--- config.mk ---
export PLATFORM = sky130hd
export DESIGN_NAME = mtenc_track
export DESIGN_NICKNAME = d
export VERILOG_FILES = /design/src/sv/mtenc_pkg.sv /design/src/sv/mtenc_track.sv
export SDC_FILE = /design/constraint.sdc
export NUM_CORES = 1
export LEC_CHECK = 0
export ABC_AREA = 1
export ABC_CLOCK_PERIOD_IN_PS = 3700
export BUFFER_PORTS_ARGS = -buffer_cell sky130_fd_sc_hd__clkbuf_2
export CORE_ASPECT_RATIO = 0.7
export CORE_MARGIN = 4
export CORE_UTILIZATION = 57
export CTS_CLUSTER_DIAMETER = 200
export DETAILED_ROUTE_END_ITERATION = 8
export HOLD_SLACK_MARGIN = 0.15
export PLACE_DENSITY_LB_ADDON = 0.05
export SKIP_CTS_REPAIR_TIMING = 1
export SLEW_MARGIN = 20
export SYNTH_ARGS = -nofsm -noshare
export SYNTH_HDL_FRONTEND = slang
export SYNTH_SLANG_ARGS = --single-unit
--- constraint.sdc ---
create_clock -name clk -period 3.7 [get_ports clk]
set_input_delay 0 -clock clk [delete_from_list [all_inputs] [get_ports clk]]
set_output_delay 0 -clock clk [all_outputs]
set_load 0.005 [all_outputs]
--- src/sv/mtenc_pkg.sv ---
// ----------------------------------------------------------------------------
// mtenc_pkg
// Shared widths, reset values, register indexes and types for the multi-turn
// encoder speed loop.
// ----------------------------------------------------------------------------
package mtenc_pkg;

  // default parameter values
  localparam int ANGLE_BITS_DEF = 12;
  localparam int TURN_BITS_DEF  = 16;

  // fixed field widths
  localparam int POS_W      = 28;
  localparam int TURN_CNT_W = 16;
  localparam int QUAD_W     = 2;
  localparam int GAIN_W     = 16;
  localparam int FF_W       = 17;
  localparam int MAXSPD_W   = 16;
  localparam int SPEED_W    = 32;
  localparam int CFG_DATA_W = 28;
  localparam int CFG_IDX_W  = 2;

  // position range
  localparam int POS_MAX = 134217727;
  localparam int POS_MIN = -134217728;

  // register reset values
  localparam logic signed [POS_W-1:0]  TARGET_RST = POS_W'(762);
  localparam logic [GAIN_W-1:0]        GAIN_RST   = GAIN_W'(50);
  localparam logic signed [FF_W-1:0]   FF_RST     = '0;
  localparam logic [MAXSPD_W-1:0]      MAXSPD_RST = MAXSPD_W'(2000);

  // quadrant codes
  localparam logic [QUAD_W-1:0] QUAD_FIRST  = 2'd0;
  localparam logic [QUAD_W-1:0] QUAD_SECOND = 2'd1;
  localparam logic [QUAD_W-1:0] QUAD_THIRD  = 2'd2;
  localparam logic [QUAD_W-1:0] QUAD_FOURTH = 2'd3;

  // configuration register indexes
  typedef enum logic [CFG_IDX_W-1:0] {
    CFG_TARGET  = 2'd0,
    CFG_GAIN    = 2'd1,
    CFG_FF      = 2'd2,
    CFG_MAXSPD  = 2'd3
  } cfg_reg_t;

  // position result from the tracker
  typedef struct packed {
    logic signed [POS_W-1:0]    total;
    logic signed [TURN_CNT_W-1:0] turn_cnt;
    logic [QUAD_W-1:0]          quad;
  } pos_t;

endpackage

--- src/sv/mtenc_track.sv ---
// ----------------------------------------------------------------------------
// mtenc_track
// Zero reference, quadrant tracking and saturating turn counter. Gives the
// tared multi-turn position of the sample presented this cycle.
// ----------------------------------------------------------------------------
module mtenc_track
  import mtenc_pkg::*;
#(
  parameter int ANGLE_BITS = ANGLE_BITS_DEF,
  parameter int TURN_BITS  = TURN_BITS_DEF
) (
  input  logic                  clk,
  input  logic                  rst_n,
  input  logic                  fire,
  input  logic [ANGLE_BITS-1:0] raw,
  output pos_t                  pos
);

  localparam int TW  = TURN_BITS + ANGLE_BITS;
  localparam int XW  = (TW > POS_W) ? TW : POS_W;
  localparam int TCW = (TURN_BITS > TURN_CNT_W) ? TURN_BITS : TURN_CNT_W;

  localparam logic [ANGLE_BITS-1:0] QTR1 = ANGLE_BITS'(1) << (ANGLE_BITS - 2);
  localparam logic [ANGLE_BITS-1:0] QTR2 = ANGLE_BITS'(1) << (ANGLE_BITS - 1);
  localparam logic [ANGLE_BITS-1:0] QTR3 = QTR1 | QTR2;

  localparam logic signed [TURN_BITS-1:0] TMAX = {1'b0, {(TURN_BITS-1){1'b1}}};
  localparam logic signed [TURN_BITS-1:0] TMIN = {1'b1, {(TURN_BITS-1){1'b0}}};
  localparam logic signed [XW-1:0] PMAX = XW'(POS_MAX);
  localparam logic signed [XW-1:0] PMIN = XW'(POS_MIN);

  logic [ANGLE_BITS-1:0]        zero_ref_r;
  logic                         ref_taken_r;
  logic [QUAD_W-1:0]            last_q_r;
  logic signed [TURN_BITS-1:0]  turns_r;

  logic [ANGLE_BITS-1:0]        ref_cur;
  logic [ANGLE_BITS-1:0]        tared;
  logic [QUAD_W-1:0]            q;
  logic signed [TURN_BITS-1:0]  turns_nxt;
  logic signed [TW-1:0]         wide;
  logic signed [XW-1:0]         wide_x;
  logic signed [XW-1:0]         total_x;
  logic signed [TCW-1:0]        turns_x;

  // tare against the reference, first sample taring itself
  assign ref_cur = ref_taken_r ? zero_ref_r : raw;
  assign tared   = raw - ref_cur;

  // quadrant of the tared angle, upper bounds inclusive
  always_comb begin
    priority if (tared <= QTR1) q = QUAD_FIRST;
    else if (tared <= QTR2)     q = QUAD_SECOND;
    else if (tared <= QTR3)     q = QUAD_THIRD;
    else                        q = QUAD_FOURTH;
  end

  // turn counting on wrap between fourth and first quadrant
  always_comb begin
    turns_nxt = turns_r;
    if (ref_taken_r && last_q_r == QUAD_FOURTH && q == QUAD_FIRST && turns_r < TMAX) begin
      turns_nxt = turns_r + TURN_BITS'(1);
    end else if (ref_taken_r && last_q_r == QUAD_FIRST && q == QUAD_FOURTH
                 && turns_r > TMIN) begin
      turns_nxt = turns_r - TURN_BITS'(1);
    end
  end

  // multi-turn position with saturation
  assign wide   = {turns_nxt, tared};
  assign wide_x = XW'(wide);
  always_comb begin
    priority if (wide_x > PMAX) total_x = PMAX;
    else if (wide_x < PMIN)     total_x = PMIN;
    else                        total_x = wide_x;
  end

  assign turns_x      = TCW'(turns_nxt);
  assign pos.total    = total_x[POS_W-1:0];
  assign pos.turn_cnt = turns_x[TURN_CNT_W-1:0];
  assign pos.quad     = q;

  // tracker state
  always_ff @(posedge clk) begin
    if (!rst_n) begin
      zero_ref_r  <= '0;
      ref_taken_r <= 1'b0;
      last_q_r    <= QUAD_FIRST;
      turns_r     <= '0;
    end else if (fire) begin
      zero_ref_r  <= ref_cur;
      ref_taken_r <= 1'b1;
      last_q_r    <= q;
      turns_r     <= turns_nxt;
    end
  end

endmodule

After elaboration in Yosys (flattened, before gate mapping)
Cells that the tools add are included.

storage, ports and cells
  output and inout port bits = 46
  memories = 0
  ROM bits = 0
  latch bits = 0
  bits in writable memories = 0
  register bits after elaboration = 31
  word-level logic and storage cells = 32

operators by class
  bitwise gates (word level) = 0
  add/subtract/negate cells = 3
  muxes and demuxes = 8
  reduce and logical (&&, ||, !) cells = 8
  multipliers = 0
  eq/ne operators = 2
  div/mod/pow operators = 0
  $lt $le $gt $ge = 7
  shifts and indexed selects = 0

operators by type and width
  operator                                                           number
  2-to-1 mux 28 bit                                                  2
  2-to-1 mux 16 bit                                                  2
  greater-than comparator 28 bit (second input constant)             1
  less-than comparator 28 bit (second input constant)                1
  less-or-equal comparator 12 bit (second input constant)            2
  adder 16 x 2 -> 16 bit (second input constant)                     1
  greater-than comparator 16 bit (second input constant)             1
  less-than comparator 16 bit (second input constant)                1
  subtractor 16 x 2 -> 16 bit (second input constant)                1
  less-or-equal comparator 12 x 11 -> 1 bit (second input constant)  1
  2-to-1 mux 12 bit                                                  1
  subtractor 12 bit                                                  1
  logical AND 1 bit                                                  6
  equality test 2 bit (second input constant)                        2
  logical NOT 2 bit                                                  2
  2-to-1 mux 2 bit                                                   2
  2-to-1 mux 1 bit                                                   1

Longest topological paths before layout
  word-level depth = 14
  gate-level depth with buffers = 26
  mapped depth without buffers = 24

Worst setup path after synthesis
Ideal clock, no wire load.

  kind = reg-to-reg
  start = reg ref_taken_r
  end = reg turns_r[7]
  slack = 0.393 ns
  clock period less this slack = 3.307 ns
  setup time = 0.109 ns
  required time = 3.591 ns
  data arrival time = 3.198 ns
  buffers on the path = 3
  cell stages (with the launch flop) = 23
  path through = dfxtp_1 -> buf_2 -> buf_1 -> o21ai_0 -> ha_1 -> inv_1 -> fa_1 -> or2_2 -> nor2_1 -> nand3_1 -> nor2_1 -> nand2_1 -> inv_1 -> nand3_1 -> nand2_2 -> nand2_4 -> inv_4 -> buf_6 -> nand2_1 -> nand3_1 -> nand3_1 -> nand2_1 -> inv_1

between the ends
  longest elaborated chain between the ends = 11
  elaborated cells on any way between the ends = 18
  those cells by class = add/sub (1); order compare (3); eq/ne (1); mux (6); reduce/logical (7)

ends and longest elaborated chain
  what                             line               RTL
  start, declared                  mtenc_track.sv:33  logic ref_taken_r;
  start signal, assigned           mtenc_track.sv:87  ref_taken_r <= 1'b0;
  start signal, assigned           mtenc_track.sv:92  ref_taken_r <= 1'b1;
  2-to-1 mux 12 bit *              mtenc_track.sv:47  assign ref_cur = ref_taken_r ? zero_ref_r : raw;
  net ref_cur[0]                   mtenc_track.sv:37  logic [ANGLE_BITS-1:0] ref_cur;
  subtractor 12 bit *              mtenc_track.sv:48  assign tared = raw - ref_cur;
  less-or-equal comparator 12 bit  mtenc_track.sv:54  else if (tared <= QTR3) q = QUAD_THIRD;
  2-to-1 mux 1 bit                 mtenc_track.sv:54
  2-to-1 mux 2 bit                 mtenc_track.sv:53  else if (tared <= QTR2) q = QUAD_SECOND;
  2-to-1 mux 2 bit *               mtenc_track.sv:52  priority if (tared <= QTR1) q = QUAD_FIRST;
  equality test 2 bit              mtenc_track.sv:63  end else if (ref_taken_r && last_q_r == QUAD_FIRST && q == QUAD_FOURTH
  logical AND 1 bit                mtenc_track.sv:63
  logical AND 1 bit                mtenc_track.sv:64  && turns_r > TMIN) begin
  2-to-1 mux 16 bit                mtenc_track.sv:63
  2-to-1 mux 16 bit *              mtenc_track.sv:61  if (ref_taken_r && last_q_r == QUAD_FOURTH && q == QUAD_FIRST && turns_r < TMAX) begin
  end signal, assigned             mtenc_track.sv:94  turns_r <= turns_nxt;
  end, declared                    mtenc_track.sv:35  logic signed [TURN_BITS-1:0] turns_r;

Mark *: on every way through the listed nets, which the timed path passes. The rest lies on a longest branch.
A chain may end at the register's enable or synchronous reset.

==> results_dict.tcl <==
set metrics [dict create \
    grt_util_met2 0.349 \
    hp-class "primary input to flip-flop" \
    r2r-start "ref_taken_r$_SDFFE_PN0P_" \
    yosysWarnings 0 \
    slew_headroom 0.394 \
    grt-busiest-layer "met1" \
    tightest_slew_ns 0.909 \
    pin_count 61 \
    hold_path_depth 5 \
    grtUsageMet3 0.0589 \
    grt_overflow 0 \
    syn_area_per_cell_um2 5.71 \
    clk_path_buf_depth 2 \
    fp.dieH_um 70.3 \
    fin_crit_sh 0.934 \
    ys_types 37 \
    fin_skew_ns 0.00655 \
    die_area_um2 6810 \
    drive_gt1_frac 0.156 \
    p_leak_nw 2.20 \
    setup_tns_ns 0 \
    synth_edf_count 0 \
    grt_max_degree 43 \
    core-area_um2 5310 \
    cts_buffers 5 \
    dr.pass1.iters 5 \
    rows 22 \
    cts_root_buf "clkbuf_8" \
    hold_start "raw[4]" \
    period_minus_slack_ns 3.46 \
    clock-sinks 31 \
    synthesis.nets 582 \
    synth-seq-area-share 0.197 \
    synth_common_cells "nand2_1 (190), inv_1 (87), nand3_1 (61)" \
    pre_cts_ws_ns 0.344 \
    die_w_um 96.9 \
    grt_pass1_vias 3120 \
    drtIter0Drc 243 \
    htree_levels 2 \
    r2r_setup_slack_ns 0.43 \
    grt_first_pass_wirelength_um 14700 \
    drt-vias-per-instance 5.28 \
    cp.required_ns 3.70 \
    fin_nets 636 \
    area_growth_pct 15.3 \
    min_to "zero_ref_r[4]$_SDFFE_PN0P_" \
    dp.final_hpwl_um 6720 \
    cts.reportedPaths.clkPinSlew_ns 0.07 \
    clk_latency_ns 0.29 \
    diodes 0 \
    synth-main-ff-cell "dfxtp_1" \
    critPathLaunchType "flip-flop" \
    vdd_drop_max_uv 244 \
    reg2reg_depth 21 \
    synth_area_um2 3160 \
    yosys-top-cells-area "nand2_1 (23%), dfxtp_1 (20%), inv_1 (10%)" \
    status "finished clean" \
    max_cap_violations 0 \
    numPortBuffers 60 \
    gp_congestion 0.935 \
    r2r_end "turns_r[11]$_SDFFE_PN0P_" \
    crit_fanout 14 \
    worst_setup_path_end_kind "output pin" \
    drc_errors 0 \
    cts_tree "yes" \
    p_per_area_nw_per_um2 348 \
    crit_type "flip-flop to output pin" \
    syn_inst 553 \
    slew_violations 0 \
    gr-usage-all-layers 0.260 \
    antenna_found_initial 0 \
    gr-usage-met1 0.411 \
    arrival_ns 3.46 \
    num_vias 3593 \
    ys_ff_latch 31 \
    hold_viol_final 0 \
    yosysTopAreaCellShare 0.226 \
    synth_top_area_cell "nand2_1" \
    grt_setup_unrepaired "false" \
    async_flop_share 0 \
    start_util 0.594 \
    drt-total-wl_um 8720 \
    fillers 506 \
    ant_nets 0 \
    fin_ws_ns 0.244 \
    synth.most_common_cell "nand2_1" \
    setup_viol 0 \
    avgRoutedWirePerCell_um 12.8 \
    max_freq_mhz 289 \
]
## layer usage
layer,routed length [µm],vias to the layer above
met5,0,-
met4,91,0
met3,884,14
met2,3300,171
met1,4440,1552
li1,-,1856
## logic make-up after synthesis
logic type	after synthesis	synth area share
buf+inv	111	0.140
compound gates	53	0.0920
mux	10	0.0317
simple gates	329	0.466
xor+xnor	5	0.0163
fa+ha+maj	14	0.0579
flops	31	0.197
## worst max path at each step
stage,from,to,slack [ns],cells after the start
floorplan,ref_taken_r$_SDFFE_PN0P_,turns_r[7]$_SDFFE_PN0P_,0.39,22
global placement,ref_taken_r$_SDFFE_PN0P_,turns_r[3]$_SDFFE_PN0P_,0.39,20
detailed placement,ref_taken_r$_SDFFE_PN0P_,turns_r[11]$_SDFFE_PN0P_,0.34,21
CTS,ref_taken_r$_SDFFE_PN0P_,pos[41],0.11,19
global route,ref_taken_r$_SDFFE_PN0P_,pos[38],0.02,20
finish,ref_taken_r$_SDFFE_PN0P_,pos[41],0.24,19
## layout make-up
type                            count  area [µm²]  area share
Multi-Input combinational cell    411        2110       0.579
Sequential cell                    31         622       0.171
Inverter                           93         352      0.0966
Timing Repair Buffer               65         349      0.0959
Tap cell                           72        90.1      0.0248
Clock buffer                        6        82.6      0.0227
Clock inverter                      2        35.0     0.00963
## power breakdown
group          internal, W  switching, W
Sequential        0.000359     0.0000248
Combinational     0.000192      0.000328
Clock             0.000218      0.000142
Total             0.000769      0.000496
## state kept, by name (all words and copies together) (netlist names)
| register | count |
|---|---|
| last_q_r | 2 |
| ref_taken_r | 1 |
| turns_r | 16 |
| zero_ref_r | 12 |
## cells in the final DEF (no fill, tap or decap), drive strengths merged
cell,synthesis,layout
nand2,198,198
a21oi,34,34
nor2,36,36
o211ai,10,10
clkinv,2,3
nand4,10,10
ha,13,13
xnor2,2,2
nand3,63,63
xor2,3,3
buf,10,2
or2,3,3
nor4,2,2
nor3,10,10
fa,1,1
inv,91,91
mux2i,10,10
o21ai,9,9
and2,1,1
and3,1,1
dlygate4sd3,0,3
bufinv,0,1
clkbuf,8,66
nand3b,5,5
dfxtp,31,31
## worst max-delay path: stages (launching register included)
cell	delay (ns)
dfxtp_2	0.35
o21ai_1	0.25
ha_1	0.19
inv_1	0.07
fa_1	0.45
or2_2	0.33
nor2_1	0.11
nand3_1	0.08
nor2_1	0.12
nand2_1	0.08
inv_1	0.06
nand3_1	0.11
nand2_4	0.17
nand2_4	0.12
inv_4	0.17
nor2_1	0.06
nand2_1	0.08
nand3_1	0.11
nand2_1	0.13
clkbuf_2	0.13
## per-stage QoR
step	cells	cell area (µm²)	hold WS, ns	power [W]	util
floorplan	553	3160	0.138	0.000738	-
global placement	669	3470	0.334	0.000884	0.654
detailed placement	669	3470	0.355	0.000894	0.654
CTS	677	3590	0.0535	0.00125	0.676
global route	680	3640	0.154	0.00135	0.685
finish	680	3640	0.0910	0.00126	0.685
Note: power is estimated with default switching activity, not from simulation.
